==> config.mk <==
export PLATFORM = sky130hd
export DESIGN_NAME = sync_length_packet_deframer
export DESIGN_NICKNAME = d
export VERILOG_FILES = /design/src/rtl/slpd_pkg.sv /design/src/rtl/sync_length_packet_deframer.sv /design/src/rtl/slpd_in_reg.sv /design/src/rtl/slpd_parser.sv /design/src/rtl/slpd_out_reg.sv
export SDC_FILE = /design/constraint.sdc
export NUM_CORES = 1
export LEC_CHECK = 0
export BUFFER_PORTS_ARGS = -buffer_cell sky130_fd_sc_hd__buf_2
export CAP_MARGIN = 5
export CELL_PAD_IN_SITES_DETAIL_PLACEMENT = 1
export CELL_PAD_IN_SITES_GLOBAL_PLACEMENT = 2
export CORE_MARGIN = 5
export CORE_UTILIZATION = 40
export DETAILED_ROUTE_END_ITERATION = 7
export PLACE_DENSITY_LB_ADDON = 0.05
export SLEW_MARGIN = 10
export SYNTH_ARGS = -nofsm -noshare
export SYNTH_HDL_FRONTEND = slang
export SYNTH_SLANG_ARGS = --single-unit
==> constraint.sdc <==
create_clock -name clk -period 5.29 [get_ports clk]
set_input_delay 1.058 -clock clk [delete_from_list [all_inputs] [get_ports clk]]
set_output_delay 1.058 -clock clk [all_outputs]
set_load 0.01 [all_outputs]
==> src/rtl/slpd_pkg.sv <==
// Package for the sync/length packet deframer.
// Holds the sync and type constants and the result record shared by the parser,
// the output stage and the top level. No dependencies.
package slpd_pkg;

  localparam logic [7:0] SYNC_FIRST  = 8'h41;
  localparam logic [7:0] SYNC_SECOND = 8'h56;
  localparam logic [7:0] AMP_TYPE    = 8'h01;

  localparam int unsigned DATA_W = 48;

  typedef struct packed {
    logic        amplitude_valid;
    logic [15:0] amplitude;
    logic [7:0]  trailer_value;
    logic [15:0] payload_length;
    logic [7:0]  frame_type;
  } result_t;

endpackage

==> src/rtl/sync_length_packet_deframer.sv <==
// Top level of the sync/length packet deframer.
// Instantiates slpd_in_reg, slpd_parser and slpd_out_reg; uses slpd_pkg.
//
// The slave channel takes one received serial byte per transfer. The block
// drops bytes until it sees the sync pair 'A','V', then reads a type byte, a
// 16-bit payload length (low byte first), the payload and one trailer byte.
// The transfer that carries the trailer byte makes one frame record on the
// master channel: type, length, trailer and, for type 1 with at least two
// payload bytes, the little-endian amplitude from the first two payload bytes
// with its valid flag in tuser. All other bytes make no record.
// Throughput is one byte per cycle while no trailer byte waits for the output
// register. A record reaches the master side by way of the input register, which
// holds the trailer byte, and then the output register, which holds the
// record. Reset returns the parser to sync hunting and
// empties both registers. While the receiver stalls, the record holds and
// header and payload bytes keep flowing; only the next trailer byte waits in
// the input register until the output register frees up.
module sync_length_packet_deframer (
  input  logic                         clk,
  input  logic                         rst,
  input  logic                         s_tvalid,
  output logic                         s_tready,
  input  logic [7:0]                   s_tdata,  // [7:0] rx_byte
  output logic                         m_tvalid,
  input  logic                         m_tready,
  output logic [slpd_pkg::DATA_W-1:0]  m_tdata,  // [7:0] frame_type, [23:8] payload_length,
                                                 // [31:24] trailer_value, [47:32] amplitude
  output logic [0:0]                   m_tuser   // [0] amplitude_valid
);

  logic              byte_valid;
  logic [7:0]        byte_data;
  logic              byte_take;
  logic              res_ready;
  logic              res_load;
  slpd_pkg::result_t res;

  slpd_in_reg u_in (
    .clk        (clk),
    .rst        (rst),
    .s_tvalid   (s_tvalid),
    .s_tready   (s_tready),
    .s_tdata    (s_tdata),
    .byte_valid (byte_valid),
    .byte_data  (byte_data),
    .byte_take  (byte_take)
  );

  slpd_parser u_parser (
    .clk        (clk),
    .rst        (rst),
    .byte_valid (byte_valid),
    .byte_data  (byte_data),
    .byte_take  (byte_take),
    .res_ready  (res_ready),
    .res_load   (res_load),
    .res        (res)
  );

  slpd_out_reg u_out (
    .clk       (clk),
    .rst       (rst),
    .res_load  (res_load),
    .res       (res),
    .res_ready (res_ready),
    .m_tvalid  (m_tvalid),
    .m_tready  (m_tready),
    .m_tdata   (m_tdata),
    .m_tuser   (m_tuser)
  );

endmodule

==> src/rtl/slpd_in_reg.sv <==
// Input register of the deframer: holds one received byte until the parser takes it.
// Depends on nothing but the clock and reset.
module slpd_in_reg (
  input  logic       clk,
  input  logic       rst,
  input  logic       s_tvalid,
  output logic       s_tready,
  input  logic [7:0] s_tdata,   // [7:0] rx_byte
  output logic       byte_valid,
  output logic [7:0] byte_data,
  input  logic       byte_take
);

  logic       valid;
  logic [7:0] data;

  assign s_tready   = !valid || byte_take;
  assign byte_valid = valid;
  assign byte_data  = data;

  always_ff @(posedge clk) begin
    if (rst) begin
      valid <= 1'b0;
    end else if (s_tready) begin
      valid <= s_tvalid;
    end
  end

  always_ff @(posedge clk) begin
    if (s_tvalid && s_tready) begin
      data <= s_tdata;
    end
  end

endmodule

==> src/rtl/slpd_parser.sv <==
// Frame parser of the deframer: sync hunt, header fields, payload count and trailer.
// Uses slpd_pkg for the sync and type constants and the result record.
module slpd_parser (
  input  logic             clk,
  input  logic             rst,
  input  logic             byte_valid,
  input  logic [7:0]       byte_data,
  output logic             byte_take,
  input  logic             res_ready,
  output logic             res_load,
  output slpd_pkg::result_t res
);

  typedef enum logic [2:0] {
    PH_HUNT_A  = 3'd0,
    PH_HUNT_V  = 3'd1,
    PH_TYPE    = 3'd2,
    PH_LEN_LO  = 3'd3,
    PH_LEN_HI  = 3'd4,
    PH_PAYLOAD = 3'd5,
    PH_TRAILER = 3'd6
  } phase_t;

  phase_t      phase, phase_next;
  logic [7:0]  frame_type, frame_type_next;
  logic [15:0] length, length_next;
  logic [15:0] count, count_next;
  logic [15:0] amp, amp_next;
  logic [15:0] count_inc;
  logic [15:0] full_length;
  logic        amp_ok;

  assign count_inc   = count + 16'd1;
  assign full_length = {byte_data, length[7:0]};

  // Only the trailer byte needs room in the output stage; other bytes always move.
  assign byte_take = byte_valid && ((phase != PH_TRAILER) || res_ready);
  assign res_load  = byte_valid && (phase == PH_TRAILER) && res_ready;

  assign amp_ok = (frame_type == slpd_pkg::AMP_TYPE) && (length >= 16'd2);

  always_comb begin
    res.frame_type      = frame_type;
    res.payload_length  = length;
    res.trailer_value   = byte_data;
    res.amplitude       = amp_ok ? amp : 16'd0;
    res.amplitude_valid = amp_ok;
  end

  always_comb begin
    phase_next      = phase;
    frame_type_next = frame_type;
    length_next     = length;
    count_next      = count;
    amp_next        = amp;
    case (phase)
      PH_HUNT_V: begin
        if (byte_data == slpd_pkg::SYNC_SECOND) begin
          phase_next = PH_TYPE;
        end else if (byte_data == slpd_pkg::SYNC_FIRST) begin
          phase_next = PH_HUNT_V;
        end else begin
          phase_next = PH_HUNT_A;
        end
      end
      PH_TYPE: begin
        frame_type_next = byte_data;
        phase_next      = PH_LEN_LO;
      end
      PH_LEN_LO: begin
        length_next = {8'd0, byte_data};
        phase_next  = PH_LEN_HI;
      end
      PH_LEN_HI: begin
        length_next = full_length;
        count_next  = 16'd0;
        amp_next    = 16'd0;
        phase_next  = (full_length == 16'd0) ? PH_TRAILER : PH_PAYLOAD;
      end
      PH_PAYLOAD: begin
        if (count == 16'd0) begin
          amp_next = {8'd0, byte_data};
        end else if (count == 16'd1) begin
          amp_next = {byte_data, amp[7:0]};
        end
        count_next = count_inc;
        if (count_inc >= length) begin
          phase_next = PH_TRAILER;
        end
      end
      PH_TRAILER: begin
        phase_next = PH_HUNT_A;
      end
      default: begin
        // Hunting for the first sync byte; the unused code behaves the same way.
        phase_next = (byte_data == slpd_pkg::SYNC_FIRST) ? PH_HUNT_V : PH_HUNT_A;
      end
    endcase
  end

  always_ff @(posedge clk) begin
    if (rst) begin
      phase      <= PH_HUNT_A;
      frame_type <= 8'd0;
      length     <= 16'd0;
      count      <= 16'd0;
      amp        <= 16'd0;
    end else if (byte_take) begin
      phase      <= phase_next;
      frame_type <= frame_type_next;
      length     <= length_next;
      count      <= count_next;
      amp        <= amp_next;
    end
  end

endmodule

==> src/rtl/slpd_out_reg.sv <==
// Output register of the deframer: holds one finished frame record for the master side.
// Uses slpd_pkg for the result record.
module slpd_out_reg (
  input  logic                         clk,
  input  logic                         rst,
  input  logic                         res_load,
  input  slpd_pkg::result_t            res,
  output logic                         res_ready,
  output logic                         m_tvalid,
  input  logic                         m_tready,
  output logic [slpd_pkg::DATA_W-1:0]  m_tdata,  // [7:0] frame_type, [23:8] payload_length,
                                                 // [31:24] trailer_value, [47:32] amplitude
  output logic [0:0]                   m_tuser   // [0] amplitude_valid
);

  logic              valid;
  slpd_pkg::result_t hold;

  assign res_ready = !valid || m_tready;
  assign m_tvalid  = valid;
  assign m_tdata   = {hold.amplitude, hold.trailer_value, hold.payload_length,
                      hold.frame_type};
  assign m_tuser   = hold.amplitude_valid;

  always_ff @(posedge clk) begin
    if (rst) begin
      valid <= 1'b0;
    end else if (res_ready) begin
      valid <= res_load;
    end
  end

  always_ff @(posedge clk) begin
    if (res_load) begin
      hold <= res;
    end
  end

endmodule

==> impl_results.md, run 1 <==
* R2r setup slk at 1.70 ns
* Clock sinks at 118
* CP endpoint kind: flop
* Post-synth EDFFs at 57
* RSZ-0062 raised after global routing: false
* DR iter-0 viols at 140
* Worst-skew pair later-pin latency at 0.41 ns
* Class of the worst hold path: flop to flop
* Net Sw Frac at 20.0%
* Clock Tree Buf Depth at 2
* # port buffers at 62
* Syn Std Cell Area at 5160 um2
* Most frequent cells in the layout: buf_2, dfxtp_1, edfxtp_1, nand2_1, nor2_1
* Worst Skew at 0.00556 ns
* Status: finished, final reports clean
* Largest delay contributor family on the critical path: simple AND/OR/NAND/NOR gates
* WL/cell at 17.6 um
* Vias/cell at 5.16
* Slew Limit Fails at 0
* Routed WL at 13200 um
* Seq cells post-synth at 118
* Synth warnings at 0
* Die span in x at 124 um
* Placer Congestion at 0.782
* Cell Int Power at 1.79 mW
* Largest net degree at the start of global routing at 63
* Die ar. at 15300 um2
* Initial Utilization at 40.9%
* FP Rows at 41
* Max H-tree Level at 4
* Max Cap Violations at 0
* Critical Path Slowest Stage Cell: dfxtp_1
* Asr flop ratio synth at 0%
* Final ANT Viol Nets at 0
* CP arrival at 3.92 ns
* Die Y at 124 um
* Sequential share of power at 43.7%
* Post-Syn Instances at 499
* Psw at 446 uW
* Cell Pwr Density at 356 nW/um2
* Drt first pass iters at 4
* Max Fanout on Critical Path at 8
* Most common cell after layout, fill and taps aside: buf_2
* Fin Setup TNS at 0 ns
* Logic pwr share at 0.9%
* I/O pins at 63
* Post-cts sizing count at 0
* CTS tree: yes
* Vias at 3858
* Core Area at 12600 um2
* Clk pin slew, worst setup/hold paths at 0.06 ns
* Post-route cell area at 6280 um2
* Ratio of cells with drive above 1 in the final layout at 18.9%
* Total global routing overflow at 0
* Post-CTS setup buffer count at 0
* Layout fillers at 1446
* CP peak stage delay at 0.46 ns
* Ant diodes at 0
* Initial antenna violation count at 0
* Final setup viols at 0
* DR DRC count at 0
* Layout Cells excl Fill at 748
* Placed cells at 716
* Startpoint Class: flop
* Minimum clock period at 3.59 ns
* Clk pwr share at 55.4%
* Worst slew margin at 33.8%
* Mean post-synth cell area at 10.3 um2
* GR Util All Layers at 18.4%
* Nets at 594
* Critical path, cell by cell: ha_1, nand3_1, nor3_2, nand3_1, xnor2_1, ha_1, nand4_1, or2_1, a2111oi_2, nor4_2, or3_1, a21oi_1
* First-pass GRT wire length at 21000 um
* Layout area overhead at 21.8%
* CTS root buffer: clkbuf_16
* Number of CTS-inserted buffers at 17
* Sequential area share after synthesis at 56.9%
* Slew of the pin with the lowest slew margin at 0.986 ns
* Syn nets at 530
* Type of the worst setup path: flop to flop
* Dominant cells by area after synthesis: edfxtp_1, dfxtp_1, ha_1
* Vias in the first global route at 3914
* Dominant cell type by area after synthesis: edfxtp_1
* CP bufs+invs at 0
* Leak at 2.53 nW
* Final HPWL from detailed placement at 9080 um
* Fraction of the cycle the final worst path needs at 67.8%
* Total power at 2.24 mW
* Final hold violation count at 0
* Area share of the largest cell type after synthesis at 33.2%
* Post-synth cell types at 50
* Final hold slack at 0.452 ns
* Maximum clock frequency at 279 MHz
* Area post-placement at 5630 um2
* VDD IR-drop max at 0.181 mV
* Dominant synthesized flop cell: dfxtp_1
* Hold_buf cts at 0
* Required arrival time at the worst endpoint at 5.62 ns
==> path summary, 6_finish.rpt <==
check,startpoint,end,depth (start not counted)
setup reg to reg,u_parser.count[0],u_parser.phase[0],12
setup / recovery,u_parser.count[0],u_parser.phase[0],12
hold / removal,u_parser.amp[1],u_parser.amp[1],2
hold reg to reg,u_parser.amp[1],u_parser.amp[1],2
==> cell type report <==
type,instances,area [um2],area share (%)
flip-flops and latches,118,2930,46.7
multi-input cells,331,2040,32.5
clock buffers,20,467,7.43
repair buffers,67,348,5.54
well taps,172,215,3.43
clock inverters,12,174,2.77
inverters,28,105,1.67
==> state kept, by name (all words and copies together), names as in the netlist <==
signal and count:
u_in.byte_valid 1, u_parser.length 16, u_parser.amp 16, u_parser.count 16, u_out.m_tdata 48, u_parser.phase 3
u_out.m_tvalid 1, u_parser.frame_type 8, u_in.byte_data 8, u_out.m_tuser 1
==> Yosys cell counts, types with 2 or more instances <==
cell and number:
a21oi_1 41, clkbuf_1 17, o21ai_0 13, xor2_1 8, nor2_1 52, and2_1 19
nor2b_1 4, and3_1 11, o211a_1 2, a311oi_1 2, nand4_1 12, nand3_1 19
nor4_1 7, buf_2 3, mux2i_1 16, dfxtp_1 61, xnor2_1 6, ha_1 19
edfxtp_1 57, nor3_1 9, inv_1 28, nand2b_1 4, or3_1 6, nand2_1 51
a22oi_1 6, a21o_1 2
==> worst min-delay path, cell delays in order, from the launching register on <==
cell	delay [ns]
dfxtp_1	0.30
nand2_1	0.05
a21oi_1	0.05
==> through the flow <==
step / worst slack [ns] / utilization [%]
floorplan: 1.43 / -
global placement: 1.83 / 44.6
detailed placement: 1.70 / 44.6
CTS: 1.68 / 49.7
global route: 1.40 / 49.8
finish: 1.70 / 49.8
==> layer usage <==
layer | track usage, % | vias up | part of all wire [%]
li1 | - | 1897 | -
met1 | 22.6 | 1870 | 45
met2 | 31.2 | 76 | 50
met3 | 4.53 | 15 | 3.7
met4 | 7.06 | 0 | 1.2
met5 | 0 | - | 0
==> cells by family after synthesis <==
group | synth area share (%)
and+or+nand+nor | 20.1
DFF | 56.9
AOI/OAI and AO/OA | 9.00
buffers and inverters | 3.88
adders and majority gates | 4.61
muxes | 3.11
xor gates and xnor gates | 2.38
==> power groups by stage <==
stage	sequential [mW]	combinational (mW)	clock (mW)
finish	0.977	0.0207	1.24
global route	0.977	0.0227	1.31
CTS	0.977	0.0211	1.26
detailed placement	0.996	0.0209	0
global placement	0.996	0.0203	0
floorplan	0.984	0.0146	0
No activity file was read; power rests on OpenSTA's default activity.
==> inputs of run 2 (changes only) <==
- ABC_AREA: unset -> 1
- CORE_UTILIZATION: 40 -> 32
- clock period: 5.29 -> 3.21 ns (I/O delays scaled with it)
==> run 2 against run 1 <==
  * Sequential power is 68% higher
  * Global-route usage is 2.5 points lower
  * Hold slack worse by 0.052 ns
  * Design area is 3.3% higher
  * Non-clock buffer count is 1 lower
  * Area after synthesis is 4.8% higher
  * Count of clock-buffer cells in the layout stayed put
  * Wire length is 15% higher
  * Total power is 57% higher
==> impl_results.md, run 2 <==
* CP bufs+invs at 0 (unchanged)
* Die Y at 140 um (was 124 um)
* Final hold violation count at 0 (unchanged)
* Largest net degree at the start of global routing at 43 (was 63)
* Status: finished, final reports clean (unchanged)
* Final setup viols at 0 (unchanged)
* Startpoint Class: flop (unchanged)
* Clock Tree Buf Depth at 2 (unchanged)
* Hold path depth at 1 (was 2)
* Most common cell after layout, fill and taps aside: nand2_1 (was buf_2)
* Mean post-synth cell area at 8.79 um2 (was 10.3 um2)
* Placer Congestion at 0.813 (was 0.782)
* Layout fillers at 1978 (was 1446)
* CTS tree: yes (unchanged)
* First-pass GRT wire length at 24300 um (was 21000 um)
* Number of CTS-inserted buffers at 17 (unchanged)
* FP Rows at 47 (was 41)
* CP peak stage delay at 0.40 ns (was 0.46 ns)
* Worst path depth at 15 (was 12)
* DR top layer: met4 (unchanged)
* Commonest cells post-synth: nand2_1, inv_1, nor2_1 (was dfxtp_1, edfxtp_1, nor2_1)
* Required arrival time at the worst endpoint at 3.52 ns (was 5.62 ns)
* Dominant cells by area after synthesis: edfxtp_1, dfxtp_1, nand2_1 (was edfxtp_1, dfxtp_1, ha_1)
* Syn Std Cell Area at 5410 um2 (was 5160 um2)
* Post-synth cell types at 38 (was 50)
* DR iter-0 viols at 169 (was 140)
* Seq cells post-synth at 118 (unchanged)
* Max reg flops at 48 (unchanged)
* Synth Area in Compound Gates at 8.91% (was 9.00%)
* RSZ-0062 raised after global routing: false (unchanged)
* R2r endpoint: u_parser.phase[1] (was u_parser.phase[0])
* Minimum clock period at 2.56 ns (was 3.59 ns)
* Cell mode on critical path: nand2_1
* Final HPWL from detailed placement at 11100 um (was 9080 um)
* Fraction of the cycle the final worst path needs at 79.8% (was 67.8%)
* Vias/cell at 4.73 (was 5.16)
* Area share of the largest cell type after synthesis at 31.7% (was 33.2%)
* Main combinational cell family by area after synthesis: simple AND/OR/NAND/NOR gates (unchanged)
* Syn nets at 646 (was 530)
* Total power at 3.51 mW (was 2.24 mW)
* Synth warnings at 0 (unchanged)
* Initial antenna violation count at 0 (unchanged)
* Slew Limit Fails at 0 (unchanged)
* Clk pin slew, worst setup/hold paths at 0.06 ns (about the same)
* Type of the worst setup path: flop to flop (unchanged)
* Max Fanout on Critical Path at 5 (was 8)
* Sequential area share after synthesis at 54.3% (was 56.9%)
* I/O pins at 63 (unchanged)
* Post-Synth XOR/XNOR Area at 1.13% (was 2.38%)
* Layout area overhead at 20.1% (was 21.8%)
* Hold worst-path end: u_in.byte_data[4] (was u_parser.amp[1])
* Dominant synthesized flop cell: dfxtp_1 (unchanged)
* Worst-skew pair later-pin latency at 0.42 ns (was 0.41 ns)
* # port buffers at 62 (unchanged)
* Critical Path Slowest Stage Cell: dfxtp_1 (unchanged)
* Post-synthesis mux area share at 0% (was 3.11%)
* Worst slew margin at 48.0% (was 33.8%)
* Nets at 714 (was 594)
* Post-CTS setup buffer count at 0 (unchanged)
* Routed WL at 15100 um (was 13200 um)
* Ratio of cells with drive above 1 in the final layout at 18.1% (was 18.9%)
* Drt first pass iters at 4 (unchanged)
* Routed met3 length at 552 um (was 485 um)
* CP endpoint kind: flop (unchanged)
* Post-cts sizing count at 0 (unchanged)
* Adder-Cell Fraction of Synth Area at 4.40% (was 4.61%)
* Clock sinks at 118 (unchanged)
* R2r setup slk at 0.65 ns (was 1.70 ns)
* Ant diodes at 0 (unchanged)
* Vias in the first global route at 4440 (was 3914)
* CP arrival at 2.87 ns (was 3.92 ns)
* CTS root buffer: clkbuf_16 (unchanged)
* Worst reg2reg path depth at 15 (was 12)
* Maximum clock frequency at 391 MHz (was 279 MHz)
* Post-synth EDFFs at 57 (unchanged)
* Total global routing overflow at 0 (unchanged)
* Die span in x at 140 um (was 124 um)
* Count leader, synth: nand2_1 (was dfxtp_1)
* Most frequent cells in the layout: nand2_1, inv_1, nor2_1, buf_2, dfxtp_1 (was buf_2, dfxtp_1, edfxtp_1, nand2_1, nor2_1)
* Asr flop ratio synth at 0% (unchanged)
* Met1 WL at 7130 um (was 5950 um)
* Hold_buf cts at 0 (unchanged)
* Vias at 4333 (was 3858)
* Max Cap Violations at 0 (unchanged)
* Worst Skew at 0.0107 ns (was 0.00556 ns)
* Class of the worst hold path: primary input to flop (was flop to flop)
* Fin Setup TNS at 0 ns (unchanged)
* DR DRC count at 0 (unchanged)
* Met2 Routed Length at 7250 um (was 6570 um)
* GR Util All Layers at 15.9% (was 18.4%)
* Leak at 2.56 nW (was 2.53 nW)
* VDD IR-drop max at 0.335 mV (was 0.181 mV)
* Die ar. at 19600 um2 (was 15300 um2)
* Core Area at 16600 um2 (was 12600 um2)
* Max H-tree Level at 4 (unchanged)
* Post-Syn Instances at 615 (was 499)
* Slew of the pin with the lowest slew margin at 0.778 ns (was 0.986 ns)
* Origin of the critical flop-to-flop path: u_parser.count[0] (unchanged)
* Hold Crit Start: s_tdata[4] (was u_parser.amp[1])
* Simple-gate share of the synthesized area at 23.0% (was 20.1%)
* Final ANT Viol Nets at 0 (unchanged)
* Dominant cell type by area after synthesis: edfxtp_1 (unchanged)
* Largest delay contributor family on the critical path: simple AND/OR/NAND/NOR gates (unchanged)
* Cell Pwr Density at 541 nW/um2 (was 356 nW/um2)
* Initial Utilization at 32.6% (was 40.9%)
* Critical path, cell by cell: ha_1, nand3_1, nor2_1, nand2_1, nor2_1, nand2_1, and2_1, ha_1, nand2_1, o21bai_1, nand2_1, a21oi_1, nand2_1, a21oi_1, nor2_1 (was ha_1, nand3_1, nor3_2, nand3_1, xnor2_1, ha_1, nand4_1, or2_1, a2111oi_2, nor4_2, or3_1, a21oi_1)
* WL/cell at 16.5 um (was 17.6 um)
## run 2: cell count changes in the layout (fill, tap and decap cells not counted), sizes merged, moves of 8 or more
cell,before,now
and3,11,0
a211oi,0,8
nand2,51,109
nand3,19,43
nor2,52,88
and2,19,5
a21oi,42,54
mux2i,16,0
inv,29,98
## run 2: worst max path at each step
stage | start | endpoint | slack, ns
floorplan | u_parser.phase[1] | u_out.m_tdata[0] | 0.73
global placement | u_parser.count[0] | u_parser.phase[1] | 0.78
detailed placement | u_parser.count[0] | u_parser.phase[1] | 0.63
CTS | u_parser.count[0] | u_parser.phase[1] | 0.62
global route | u_parser.count[0] | u_parser.phase[1] | 0.29
finish | u_parser.count[0] | u_parser.phase[1] | 0.65
## run 2: area by class of cell
class,instances,area (um2),share of cell area (%)
clock inverter,12,96.3,1.48
multi-input combinational,385,2030,31.3
timing repair buffer,66,340,5.24
sequential,118,2930,45.2
clock buffer,20,457,7.04
tap,220,275,4.24
inverter,95,358,5.51
## run 2: per-layer routing
metal / global-route usage (%) / vias up
met2: 26.1 / 62
met1: 21.0 / 2094
met4: 4.23 / 0
met3: 4.02 / 12
li1: - / 2165
met5: 0 / -
## run 2: where the power goes
group	total [mW]	switching (mW)	internal [mW]
registers	1.64	0.0415	1.59
clock network	1.75	0.712	1.04
logic	0.125	0.0874	0.0375
## run 2: kinds of logic (layout without fill, tap and decap cells)
kind of cell             Yosys count  in the layout
AO/OA/AOI/OAI                     88             88
flip-flops                       118            118
adder cells (fa/ha/maj)           19             19
buffers and inverters            112            193
XOR/XNOR                           7              7
AND/OR/NAND/NOR                  271            271
## run 2: metrics by stage
stage | util [%] | cells | setup slack, ns | hold WS (ns) | instance area [um2]
floorplan | - | 615 | 0.730 | 0.408 | 5410
global placement | 35.8 | 884 | 0.779 | 0.418 | 5940
detailed placement | 35.8 | 884 | 0.631 | 0.423 | 5940
CTS | 39.1 | 916 | 0.622 | 0.381 | 6490
global route | 39.1 | 916 | 0.291 | 0.376 | 6490
finish | 39.1 | 916 | 0.650 | 0.400 | 6490
==> inputs of run 3 (changes only) <==
- CORE_UTILIZATION: 32 -> 36
- clock period: 3.21 -> 2.6 ns (I/O delays scaled with it)
==> run 3 against run 2 <==
  * Maximum frequency is 8.0% higher
  * Design area is 1.6% higher
  * Count of clock-buffer cells in the layout stayed put
  * Non-clock buffer count is 2 higher
  * Setup slack worse by 0.42 ns
  * Total power is 32% higher
  * Utilization is 5.9 points higher
  * Critical endpoint is now u_parser.phase[0]
  * Largest cell class unchanged
==> impl_results.md, run 3 (same netlist as run 2, synthesis figures left out) <==
* Status: finished, final reports clean (unchanged)
* Clk pwr share at 53.2% (was 49.8%)
* Vias/cell at 4.95 (was 4.73)
* Worst Skew at 0.0112 ns (was 0.0107 ns)
* Area post-placement at 5920 um2 (was 5940 um2)
* Hold path depth at 1 (unchanged)
* Total global routing overflow at 0 (unchanged)
* Final hold slack at 0.278 ns (was 0.400 ns)
* Maximum clock frequency at 422 MHz (was 391 MHz)
* Cell Int Power at 3.57 mW (was 2.67 mW)
* Logic pwr share at 3.3% (was 3.6%)
* Cell mode on critical path: nand2_1 (unchanged)
* Post-route cell area at 6590 um2 (was 6490 um2)
* Fin worst setup slack at 0.229 ns (was 0.650 ns)
* WL/cell at 17.0 um (was 16.5 um)
* Type of the worst setup path: flop to flop (unchanged)
* Largest net degree at the start of global routing at 48 (was 43)
* VDD IR-drop max at 0.394 mV (was 0.335 mV)
* DR iter-0 viols at 156 (was 169)
* CP bufs+invs at 3 (was 0)
* Max Cap Violations at 0 (unchanged)
* Sequential share of power at 43.6% (was 46.6%)
* Grt met1 use at 22.6% (was 21.0%)
* CP peak stage delay at 0.36 ns (was 0.40 ns)
* Worst reg2reg path depth at 18 (was 15)
* Initial Utilization at 36.9% (was 32.6%)
* Initial antenna violation count at 0 (unchanged)
* Minimum clock period at 2.37 ns (was 2.56 ns)
* Startpoint Class: flop (unchanged)
* Max H-tree Level at 4 (unchanged)
* Ratio of cells with drive above 1 in the final layout at 19.5% (was 18.1%)
* Core Area at 14600 um2 (was 16600 um2)
* Register area at 2940 um2 (was 2930 um2)
* First-pass GRT wire length at 24200 um (was 24300 um)
* Fraction of the cycle the final worst path needs at 91.2% (was 79.8%)
* Global Route met3 Usage at 4.59% (was 4.02%)
* Class of the worst hold path: primary input to flop (unchanged)
* Final ANT Viol Nets at 0 (unchanged)
* Worst path depth at 18 (was 15)
* CP endpoint kind: flop (unchanged)
* Hold_buf cts at 0 (unchanged)
* Vias at 4364 (was 4333)
* Vias in the first global route at 4434 (was 4440)
* Fin Setup TNS at 0 ns (unchanged)
* Ant diodes at 0 (unchanged)
* CTS root buffer: clkbuf_16 (unchanged)
* Dpl ws at 0.0696 ns (was 0.631 ns)
* RSZ-0062 raised after global routing: false (unchanged)
* Final setup viols at 0 (unchanged)
* Layout area overhead at 22.0% (was 20.1%)
* Leak at 2.62 nW (was 2.56 nW)
* Layout fillers at 1733 (was 1978)
* Post-CTS setup buffer count at 0 (unchanged)
* Largest delay contributor family on the critical path: simple AND/OR/NAND/NOR gates (unchanged)
* Max Fanout on Critical Path at 6 (was 5)
* Die Y at 133 um (was 140 um)
* Die span in x at 133 um (was 140 um)
* Post-cts sizing count at 0 (unchanged)
* Total power at 4.63 mW (was 3.51 mW)
* # port buffers at 62 (unchanged)
* Area of the multi-input gates at 2080 um2 (was 2030 um2)
* Clk pin slew, worst setup/hold paths at 0.06 ns (about the same)
* Routed WL at 15000 um (was 15100 um)
* Final HPWL from detailed placement at 10700 um (was 11100 um)
* CTS tree: yes (unchanged)
* I/O pins at 63 (unchanged)
* Psw at 1.06 mW (was 840 uW)
* Global routing's busiest layer: met2 (unchanged)
* Critical path, cell by cell: inv_1, nor2_4, nand3_4, nor2_4, nand2_1, and2_1, ha_1, nand2_1, inv_1, nand2_1, nor2_1, nor2_1, nand2_1, nand2_1, nand2_1, nand3_1, nand2_1, inv_1 (was ha_1, nand3_1, nor2_1, nand2_1, nor2_1, nand2_1, and2_1, ha_1, nand2_1, o21bai_1, nand2_1, a21oi_1, nand2_1, a21oi_1, nor2_1)
* Met2 usage in global routing at 29.6% (was 26.1%)
* Most frequent cells in the layout: nand2_1, inv_1, nor2_1, buf_2, dfxtp_1 (unchanged)
* Number of CTS-inserted buffers at 17 (unchanged)
* CP arrival at 2.69 ns (was 2.87 ns)
* Die ar. at 17600 um2 (was 19600 um2)
* Drt first pass iters at 4 (unchanged)
* Slew Limit Fails at 0 (unchanged)
* Slew of the pin with the lowest slew margin at 0.651 ns (was 0.778 ns)
* Final hold violation count at 0 (unchanged)
* Layout Cells excl Fill at 882 (was 916)
* Placer Congestion at 0.831 (was 0.813)
* Worst-skew pair later-pin latency at 0.42 ns (about the same)
* Fin util at 45.0% (was 39.1%)
* Cell Pwr Density at 702 nW/um2 (was 541 nW/um2)
* Worst slew margin at 56.5% (was 48.0%)
* Required arrival time at the worst endpoint at 2.92 ns (was 3.52 ns)
* Critical Path Slowest Stage Cell: dfxtp_1 (unchanged)
* Most common cell after layout, fill and taps aside: nand2_1 (unchanged)
* Clock Tree Buf Depth at 2 (unchanged)
* Max reg flops at 48 (unchanged)
* Clock sinks at 118 (unchanged)
* Net Sw Frac at 22.8% (was 23.9%)
* GR Util All Layers at 17.6% (was 15.9%)
* DR DRC count at 0 (unchanged)
* Nets at 716 (was 714)
* Placed cells at 850 (was 884)
* FP Rows at 44 (was 47)
run 3: cell type report:
cell class                      count  area share [%]
Timing Repair Buffer               68            5.58
Clock buffer                       20            7.42
Inverter                           95            5.43
Clock inverter                     12            2.05
Tap cell                          184            3.49
Sequential cell                   118            44.5
Multi-Input combinational cell    385            31.5
run 3: power groups by stage:
stage / clock network (mW) / logic, mW / registers, mW
6_report: 2.46 / 0.152 / 2.02
5_1_grt: 2.59 / 0.174 / 2.02
4_1_cts: 2.50 / 0.154 / 2.02
3_5_place_dp: 0 / 0.152 / 2.06
3_3_place_gp: 0 / 0.149 / 2.06
2_1_floorplan: 0 / 0.114 / 2.03
run 3: worst paths after layout:
path | slack, ns | endpoint | from
setup / recovery | 0.23 | u_parser.phase[0] | u_parser.count[1]
hold reg to reg | 0.44 | u_out.m_tdata[13] | u_parser.length[5]
setup reg to reg | 0.23 | u_parser.phase[0] | u_parser.count[1]
hold / removal | 0.28 | u_in.byte_data[4] | s_tdata[4]
run 3: worst reg2reg max path, stage by stage, from the launching register on:
cell and delay (ns):
dfxtp_1 0.36, inv_1 0.12, nor2_4 0.16, nand3_4 0.13, nor2_4 0.14, nand2_1 0.05
and2_1 0.19, ha_1 0.32, nand2_1 0.07, inv_1 0.07, nand2_1 0.06, nor2_1 0.10
nor2_1 0.05, nand2_1 0.11, nand2_1 0.07, nand2_1 0.10, nand3_1 0.09, nand2_1 0.07
inv_1 0.04
run 3: metal layers:
| layer | vias to the layer above | wire, um |
|---|---|---|
| met5 | - | 0 |
| met4 | 0 | 142 |
| li1 | 2164 | - |
| met3 | 11 | 511 |
| met1 | 2120 | 6960 |
| met2 | 69 | 7370 |
